==> config.mk <==
export PLATFORM = sky130hd
export DESIGN_NAME = graph_depth_first_walk
export DESIGN_NICKNAME = d
export VERILOG_FILES = /design/src/rtl/gdfw_pkg.sv /design/src/rtl/gdfw_ram.sv /design/src/rtl/graph_depth_first_walk.sv
export SDC_FILE = /design/constraint.sdc
export NUM_CORES = 1
export LEC_CHECK = 0
export BUFFER_PORTS_ARGS = -buffer_cell sky130_fd_sc_hd__buf_2
export CAP_MARGIN = 25
export CORE_MARGIN = 1
export CORE_UTILIZATION = 48
export DETAILED_ROUTE_END_ITERATION = 8
export GPL_ROUTABILITY_DRIVEN = 0
export GPL_TIMING_DRIVEN = 0
export PLACE_DENSITY = 0.74
export RECOVER_POWER = 25
export SYNTH_ARGS = -nofsm -noshare
export SYNTH_HDL_FRONTEND = slang
export SYNTH_SLANG_ARGS = --single-unit
==> constraint.sdc <==
create_clock -name i_clk -period 7 [get_ports i_clk]
set_clock_uncertainty 0.1 [all_clocks]
set_input_delay 1.4 -clock i_clk [delete_from_list [all_inputs] [get_ports i_clk]]
set_output_delay 1.4 -clock i_clk [all_outputs]
set_load 0.02 [all_outputs]
==> src/rtl/gdfw_pkg.sv <==
// Shared types and constants of the depth-first graph walk.
package gdfw_pkg;

    // Fixed field widths
    localparam int VTX_W     = 3;
    localparam int ROW_W     = 8;
    localparam int ROW_COUNT = 8;
    localparam int CFG_IDX_W = 3;

    typedef logic [ROW_W-1:0] t_row;
    typedef logic [VTX_W-1:0] t_vtx;

    // Adjacency rows after reset
    localparam t_row ROW_RESET [ROW_COUNT] = '{
        8'd6, 8'd56, 8'd32, 8'd1, 8'd0, 8'd16, 8'd0, 8'd0
    };

    // Walk sequencer states
    typedef enum logic [1:0] {
        ST_IDLE,
        ST_LOAD,
        ST_PUSH,
        ST_EMIT
    } t_state;

    // Index of the lowest set bit (zero when none)
    function automatic t_vtx lowest_bit(input t_row bits);
        t_vtx idx;
        idx = '0;
        for (int i = ROW_W - 1; i >= 0; i--) begin
            if (bits[i]) begin
                idx = VTX_W'(i);
            end
        end
        return idx;
    endfunction

endpackage

==> src/rtl/gdfw_ram.sv <==
// Generic single-clock RAM: one write port, one read port with registered read data.
module gdfw_ram #(
    parameter int WIDTH = 3,
    parameter int DEPTH = 8
) (
    input  logic                     i_clk,
    input  logic                     i_we,
    input  logic [$clog2(DEPTH)-1:0] i_waddr,
    input  logic [WIDTH-1:0]         i_wdata,
    input  logic                     i_re,
    input  logic [$clog2(DEPTH)-1:0] i_raddr,
    output logic [WIDTH-1:0]         o_rdata
);

    logic [WIDTH-1:0] r_mem [DEPTH];
    logic [WIDTH-1:0] r_rdata;

    // Write port
    always_ff @(posedge i_clk) begin
        if (i_we) begin
            r_mem[i_waddr] <= i_wdata;
        end
    end

    // Registered read port
    always_ff @(posedge i_clk) begin
        if (i_re) begin
            r_rdata <= r_mem[i_raddr];
        end
    end

    assign o_rdata = r_rdata;

endmodule

==> src/rtl/graph_depth_first_walk.sv <==
// Depth-first walk over a directed graph of up to VERTEX_COUNT vertices, one adjacency row
// register per vertex, written through the cfg port; the user must write them only while the
// block is idle, which the block itself does not enforce. Each accepted start vertex clears the
// visited marks and yields one output word per reachable vertex in depth-first order, with
// o_last set on the final one; a start vertex at or above VERTEX_COUNT is taken and produces
// nothing. One walk runs at a time, and the input is stalled until its final word sits in the
// output register. The pending stack lives in a RAM with one write port, so neighbours are
// pushed one at a time. There is no clearing pass after reset.
module graph_depth_first_walk #(
    parameter int VERTEX_COUNT = 8
) (
    input  logic                          i_clk,
    input  logic                          i_rst_n,
    // Start vertex channel
    input  logic                          i_in_valid,
    output logic                          o_in_stall,
    input  logic [gdfw_pkg::VTX_W-1:0]    i_start_vertex,
    // Visit order channel
    output logic                          o_out_valid,
    input  logic                          i_out_stall,
    output logic [gdfw_pkg::VTX_W-1:0]    o_vertex,
    output logic                          o_last,
    // Adjacency row writes
    input  logic                          i_cfg_we,
    input  logic [gdfw_pkg::CFG_IDX_W-1:0] i_cfg_index,
    input  logic [gdfw_pkg::ROW_W-1:0]    i_cfg_data
);

    localparam int CNT_W  = $clog2(VERTEX_COUNT + 1);
    localparam int ADDR_W = $clog2(VERTEX_COUNT);
    localparam gdfw_pkg::t_row VMASK = gdfw_pkg::ROW_W'((1 << VERTEX_COUNT) - 1);

    gdfw_pkg::t_state r_state, n_state;
    gdfw_pkg::t_row   r_rows [gdfw_pkg::ROW_COUNT];
    gdfw_pkg::t_row   r_visited, n_visited;
    gdfw_pkg::t_row   r_scan, n_scan;
    gdfw_pkg::t_vtx   r_vert, n_vert;
    logic [CNT_W-1:0] r_count, n_count;
    logic             r_out_valid, n_out_valid;
    gdfw_pkg::t_vtx   r_out_vertex, n_out_vertex;
    logic             r_out_last, n_out_last;

    logic              ram_we;
    logic [ADDR_W-1:0] ram_waddr;
    gdfw_pkg::t_vtx    ram_wdata;
    logic              ram_re;
    logic [ADDR_W-1:0] ram_raddr;
    gdfw_pkg::t_vtx    ram_rdata;

    logic             in_take;
    logic             out_free;
    gdfw_pkg::t_vtx   push_vtx;
    gdfw_pkg::t_row   push_bit;
    gdfw_pkg::t_row   start_bit;
    logic [CNT_W-1:0] count_dec;

    // Pending stack
    gdfw_ram #(
        .WIDTH (gdfw_pkg::VTX_W),
        .DEPTH (VERTEX_COUNT)
    ) u_stack (
        .i_clk   (i_clk),
        .i_we    (ram_we),
        .i_waddr (ram_waddr),
        .i_wdata (ram_wdata),
        .i_re    (ram_re),
        .i_raddr (ram_raddr),
        .o_rdata (ram_rdata)
    );

    assign o_in_stall  = (r_state != gdfw_pkg::ST_IDLE);
    assign in_take     = i_in_valid && !o_in_stall;
    assign out_free    = !r_out_valid || !i_out_stall;
    assign push_vtx    = gdfw_pkg::lowest_bit(r_scan);
    assign push_bit    = gdfw_pkg::ROW_W'(1) << push_vtx;
    assign start_bit   = gdfw_pkg::ROW_W'(1) << i_start_vertex;
    assign count_dec   = r_count - CNT_W'(1);

    // Next state, stack access and output word
    always_comb begin
        n_state      = r_state;
        n_visited    = r_visited;
        n_scan       = r_scan;
        n_vert       = r_vert;
        n_count      = r_count;
        n_out_valid  = r_out_valid && i_out_stall;
        n_out_vertex = r_out_vertex;
        n_out_last   = r_out_last;
        ram_we       = 1'b0;
        ram_waddr    = r_count[ADDR_W-1:0];
        ram_wdata    = push_vtx;
        ram_re       = 1'b0;
        ram_raddr    = count_dec[ADDR_W-1:0];

        case (r_state)
            gdfw_pkg::ST_IDLE: begin
                // Start vertex is pushed and popped at once: expand it directly
                if (in_take && (32'(i_start_vertex) < VERTEX_COUNT)) begin
                    n_vert    = i_start_vertex;
                    n_visited = start_bit;
                    n_scan    = r_rows[i_start_vertex] & ~start_bit & VMASK;
                    n_count   = '0;
                    n_state   = gdfw_pkg::ST_PUSH;
                end
            end
            gdfw_pkg::ST_LOAD: begin
                // Popped vertex arrives from the stack
                n_vert  = ram_rdata;
                n_scan  = r_rows[ram_rdata] & ~r_visited & VMASK;
                n_state = gdfw_pkg::ST_PUSH;
            end
            gdfw_pkg::ST_PUSH: begin
                // One unvisited neighbour per cycle, ascending
                if (r_scan != '0) begin
                    ram_we    = 1'b1;
                    n_count   = r_count + CNT_W'(1);
                    n_visited = r_visited | push_bit;
                    n_scan    = r_scan & (r_scan - gdfw_pkg::ROW_W'(1));
                end else begin
                    n_state = gdfw_pkg::ST_EMIT;
                end
            end
            gdfw_pkg::ST_EMIT: begin
                // Hand the vertex over and pop the next one
                if (out_free) begin
                    n_out_valid  = 1'b1;
                    n_out_vertex = r_vert;
                    n_out_last   = (r_count == '0);
                    if (r_count == '0) begin
                        n_state = gdfw_pkg::ST_IDLE;
                    end else begin
                        ram_re  = 1'b1;
                        n_count = count_dec;
                        n_state = gdfw_pkg::ST_LOAD;
                    end
                end
            end
            default: begin
                n_state = gdfw_pkg::ST_IDLE;
            end
        endcase
    end

    // Control registers
    always_ff @(posedge i_clk) begin
        if (!i_rst_n) begin
            r_state     <= gdfw_pkg::ST_IDLE;
            r_count     <= '0;
            r_visited   <= '0;
            r_out_valid <= 1'b0;
        end else begin
            r_state     <= n_state;
            r_count     <= n_count;
            r_visited   <= n_visited;
            r_out_valid <= n_out_valid;
        end
    end

    // Payload registers
    always_ff @(posedge i_clk) begin
        r_scan       <= n_scan;
        r_vert       <= n_vert;
        r_out_vertex <= n_out_vertex;
        r_out_last   <= n_out_last;
    end

    // Adjacency rows
    always_ff @(posedge i_clk) begin
        if (!i_rst_n) begin
            r_rows <= gdfw_pkg::ROW_RESET;
        end else if (i_cfg_we) begin
            r_rows[i_cfg_index] <= i_cfg_data;
        end
    end

    assign o_out_valid = r_out_valid;
    assign o_vertex    = r_out_vertex;
    assign o_last      = r_out_last;

endmodule
### Yosys cells after proc, flatten, opt, wreduce, memory -nomap -nowiden

Memories as Yosys holds them, arrays and structs flattened. A register that Yosys moved wholly into a read port is not among the register bits.
Index checks and enable logic that the tools add are counted.

| operators by class | value |
|---|---|
| add/sub/neg operators | 3 |
| $lt $le $gt $ge | 4 |
| eq/ne operators | 8 |
| shift-type cells | 2 |
| multiplexer cells | 44 |
| bitwise logic cells | 9 |
| reduce and logical (&&, ||, !) cells | 21 |

Operators by type and width:

| kind | count |
|---|---|
| $mux 8 | 9 |
| $bwmux 64 | 1 |
| $bmux 8 s3 | 2 |
| $mux 3 | 9 |
| $and 8x8->8 | 3 |
| $demux 8 s3 | 1 |
| $pmux 8 s3 | 1 |
| $mux 4 | 4 |
| $not 8->8 | 2 |
| $pmux 8 s2 | 1 |
| $shl 1x3->8 const A | 2 |
| $ge 4x4->1 const B | 3 |
| $not 3->4 | 3 |
| $pmux 4 s3 | 1 |
| $mux 1 | 10 |
| $ne 2x2->1 const B | 5 |
| $reduce_and 3->1 | 3 |
| $or 8x8->8 | 1 |
| $pmux 2 s4 | 1 |
| $reduce_bool 8->1 | 1 |
| $sub 8x1->8 const B | 1 |
| $mux 2 | 3 |
| $pmux 3 s2 | 1 |
| $reduce_bool 2->1 | 3 |
| 13 further kinds | 20 |

| word-level totals | value |
|---|---|
| register bits | 94 |
| RAM bits | 24 |
| input bits | 19 |
| output and inout port bits | 6 |
| word-level logic and storage cells | 108 |
| memories kept | 1 |

Memories:

| name | depth | bits a word | rd ports | clocked after Yosys merged registers in | wr ports | line | text |
|---|---|---|---|---|---|---|---|
| u_stack.r_mem | 8 | 3 | 1 | 1 | 1 | gdfw_ram.sv:15 | `logic [WIDTH-1:0] r_mem [DEPTH];` |

### Logic depth before layout (Yosys ltp)

| logic depth | value |
|---|---|
| depth in word-level cells | 12 |
| gate-level depth with buffers | 8 |
| mapped depth without buffers | 6 |

### Cells and area by module

From an unflattened synthesis, not the netlist that was laid out.

| second synthesis, totals | value |
|---|---|
| cell total of the unflattened synthesis | 652 |
| area total of the unflattened synthesis | 6187.2 um^2 |

Modules (own cells, without submodules):

| module | instances | cells an instance | area each (um^2) |
|---|---|---|---|
| graph_depth_first_walk | 1 | 602 | 5114.9 |
| gdfw_ram | 1 | 50 | 1072.3 |

### Worst setup path before layout

OpenSTA, ideal clock, no wires.

| path | value |
|---|---|
| kind | input-to-reg |
| start point | input i_start_vertex[0] (netlist name) |
| end point | register r_scan[5], data pin |
| library setup time | 0.256 ns |
| arrival | 2.598 ns |
| setup slack | 4.046 ns |
| stages on the path | 4 |
| path buffers | 1 |
| path through | buf_2 > mux4_2 > mux2_2 > o22a_1 |

| between the ends | value |
|---|---|
| word-level cells in the longest chain between the ends | 7 |
| elaborated cells on any way between the ends | 9 |
| classes of those cells | shift: 1; mux: 5; bitwise: 3 |

RTL lines:

| what | line | text |
|---|---|---|
| start, declared | graph_depth_first_walk.sv:17 | `input logic [gdfw_pkg::VTX_W-1:0] i_start_vertex,` |
| $not 3->4 (implied by the code) | graph_depth_first_walk.sv:101 | `n_scan = r_rows[i_start_vertex] & ~start_bit & VMASK;` |
| $bmux 8 s3 | graph_depth_first_walk.sv:101 |  |
| $mux 8 (implied by the code) (2 in a row) | graph_depth_first_walk.sv:101 |  |
| $and 8x8->8 * | graph_depth_first_walk.sv:101 |  |
| $mux 8 * | graph_depth_first_walk.sv:98 | `if (in_take && (32'(i_start_vertex) < VERTEX_COUNT)) begin` |
| $pmux 8 s3 * | graph_depth_first_walk.sv:95 | `case (r_state)` |
| via n_scan[5] | graph_depth_first_walk.sv:36 | `gdfw_pkg::t_row r_scan, n_scan;` |
| end signal, assigned | graph_depth_first_walk.sv:161 | `r_scan <= n_scan;` |
| end, declared | graph_depth_first_walk.sv:36 |  |

Mark *: on every way through the listed nets, which the timed path passes. The rest lies on a longest branch. The select of a mux whose other input is x is not followed.
A chain may end at the register's enable or synchronous reset.

### Worst setup path after layout

| path | value |
|---|---|
| start point | input i_start_vertex[1] (netlist name) |
| end point | register r_scan[3], data pin |

Same word-level chain as after synthesis.

==> metrics.cfg <==
[floorplan]
die_y_um = 115
dieArea_um2 = 13300
ios = 25
initial_core_util = 0.491
rows = 41
die_w_um = 115
core_um2 = 12600

[cts]
path_clk_slew_ns = 0.06
cts_buffer_depth = 2
hold_buffers = 0
numCtsBuffers = 17
numClockSinks = 121
cts-resized-gates = 0
clk_latency_ns = 0.42
cts_tree = built
postCtsSetupBuffers = 0
root_buffer = clkbuf_16
h-tree-depth = 4

[drt]
dr_total_vias = 5332
vias_per_cell = 6.19
final_antenna_net_count = 0
wl_mm = 17.2
wl_per_cell_um = 19.9
drt_iter0_drc = 666
drt_pass1_iterations = 8
post-route-drc-count = 0

[logic_synthesis]
ys_async_sr_fraction = 0
yosysMostFrequentCell = nand2_1
netlist_area_um2 = 6170
synth_edf_count = 42
netlist_top_cells_count = nand2_1 (141), dfxtp_1 (79), a21oi_1 (71), edfxtp_1 (42), nor2_1 (37)
synth-seq-cells = 121
syn_inst = 644
yosys.area.top_type = dfxtp_1
synthTopCellsByArea = dfxtp_1 (26%), edfxtp_1 (20%), nand2_1 (8.6%), mux4_2 (8.4%), a21oi_1 (5.8%)
synth_top_area_frac = 0.256
ys.warnings.count = 0
ys_seq_area_frac = 0.461
avgSynthCellArea_um2 = 9.58
ys.flop_type = dfxtp_1
synth_cell_types = 58
synth_nets = 670

[layout]
final_util = 0.559
diodes = 0
drive_above_1_share = 0.171
area_growth_syn_to_layout_pct = 13.9
final_nets = 702

[flow_run]
maxCapViolCount = 0

[placed_design]
dpl.hpwl_mm = 11.8
port_buffers = 11

[pwr]
p_total_w = 0.00228
power_density_nw_per_um2 = 324
p_leak_nw = 2.46
peakVddDrop_mv = 0.191

[sta]
maxSlewHeadroom = 0.229
whs_ns = 0.317
tns_ns = 0
drv_slew = 0
period_share = 0.434
worstMarginPinSlew_ns = 1.15
rsz0062_at_grt = false
max_freq_mhz = 329
setup_viol = 0
hold_violations = 0
period_needed_ns = 3.04

[min_path]
hold_path_class = reg -> reg

[outcome]
status = finished clean

[global_routing]
grt_max_degree = 17
grt_usage = 0.274
overflow = 0
antenna_found_initial = 0
grt_pass1_wl_mm = 26.9
grt_pass1_vias = 5033

[worst_setup_path]
criticalPathCategory = in -> reg
cp-end-kind = register
path_max_fanout = 10
crit_path_start_kind = primary input
worstPathRequired_ns = 7.08
worstPathArrival_ns = 3.11

==> cells by family (layout without fill, tap and decap cells) <==
group / after synthesis / after routing / share of synthesized area
compound gates: 135 / 135 / 0.139
xor+xnor: 1 / 1 / 0.00142
fa+ha+maj: 7 / 7 / 0.0142
buf+inv: 62 / 107 / 0.0452
flops: 121 / 121 / 0.461
mux: 58 / 58 / 0.146
simple gates: 260 / 260 / 0.193
==> final timing paths <==
check,depth (start not counted),to,from,slack [ns]
setup / recovery,7,r_scan[3],i_start_vertex[1],3.96
hold / removal,0,o_vertex[0],r_vert[0],0.32
setup reg to reg,8,r_count[2],r_count[0],3.98
hold reg to reg,0,o_vertex[0],r_vert[0],0.32
==> per-stage QoR <==
step,setup WS [ns],cell area [um2],instances
floorplan,4.05,6170,644
global placement,3.61,6440,827
detailed placement,3.58,6440,828
CTS,4.02,7050,860
global route,3.77,7030,861
finish,3.96,7030,861
==> cell type report <==
class / count / area [um2]
Buffer: 47 / 210
Clock buffer: 17 / 425
Clock inverter: 15 / 178
Fill cell: 1058 / 5540
Inverter: 15 / 56.3
Multi-Input combinational cell: 461 / 3030
Sequential cell: 121 / 2840
Tap cell: 172 / 215
Timing Repair Buffer: 13 / 67.6
==> placed cells by master, fill, tap and decap left out, types with 3 or more instances in the layout <==
| cell type | count |
|---|---|
| nand2_1 | 141 |
| dfxtp_1 | 79 |
| a21oi_1 | 71 |
| edfxtp_1 | 42 |
| nor2_1 | 37 |
| clkbuf_1 | 26 |
| mux2_2 | 26 |
| mux4_2 | 23 |
| buf_2 | 21 |
| nor3_1 | 18 |
| nand3_1 | 18 |
| o21ai_0 | 17 |
| clkbuf_16 | 17 |
| inv_1 | 15 |
| nand2b_1 | 11 |
| nor2b_1 | 9 |
| mux2i_1 | 8 |
| buf_1 | 8 |
| ha_1 | 7 |
| o22ai_1 | 5 |
| nor4b_1 | 5 |
| o22a_1 | 5 |
| a211oi_1 | 5 |
| clkinvlp_4 | 5 |
| nand3b_1 | 4 |
| a22o_1 | 3 |
| o211ai_1 | 3 |
| nor4_1 | 3 |
| a311oi_1 | 3 |
| nand4_1 | 3 |
| bufinv_16 | 3 |
| clkinv_4 | 3 |
| clkinv_2 | 3 |
==> worst max-delay path, stage by stage <==
cell,delay (ns)
buf_2,0.09
buf_2,0.28
clkbuf_1,0.56
nand3b_1,0.19
o21ai_0,0.11
mux2_2,0.30
o22a_1,0.18
==> layer usage <==
metal  GRT usage  routed length [um]  vias to the layer above
met5           0                   0                        -
met4       0.100                 505                        0
met3      0.0770                1950                       44
met2       0.434                8030                      360
met1       0.356                6690                     2535
li1            -                   -                     2393
==> sequential cells by signal (all words and copies together) (netlist names) <==
name,count
o_vertex,3
r_count,4
u_stack.r_mem,24
r_scan,8
u_stack.o_rdata,3
r_vert,3
o_out_valid,1
r_rows,64
o_last,1
r_visited,8
r_state,2
==> report_power, final <==
group	switching, W	leakage (nW)	internal [W]
Sequential	0.0000492	1.03	0.000830
Combinational	0.000323	1.15	0.000186
Clock	0.000329	0.281	0.000558
Total	0.000702	2.46	0.00157
No activity file was read; power rests on OpenSTA's default activity.
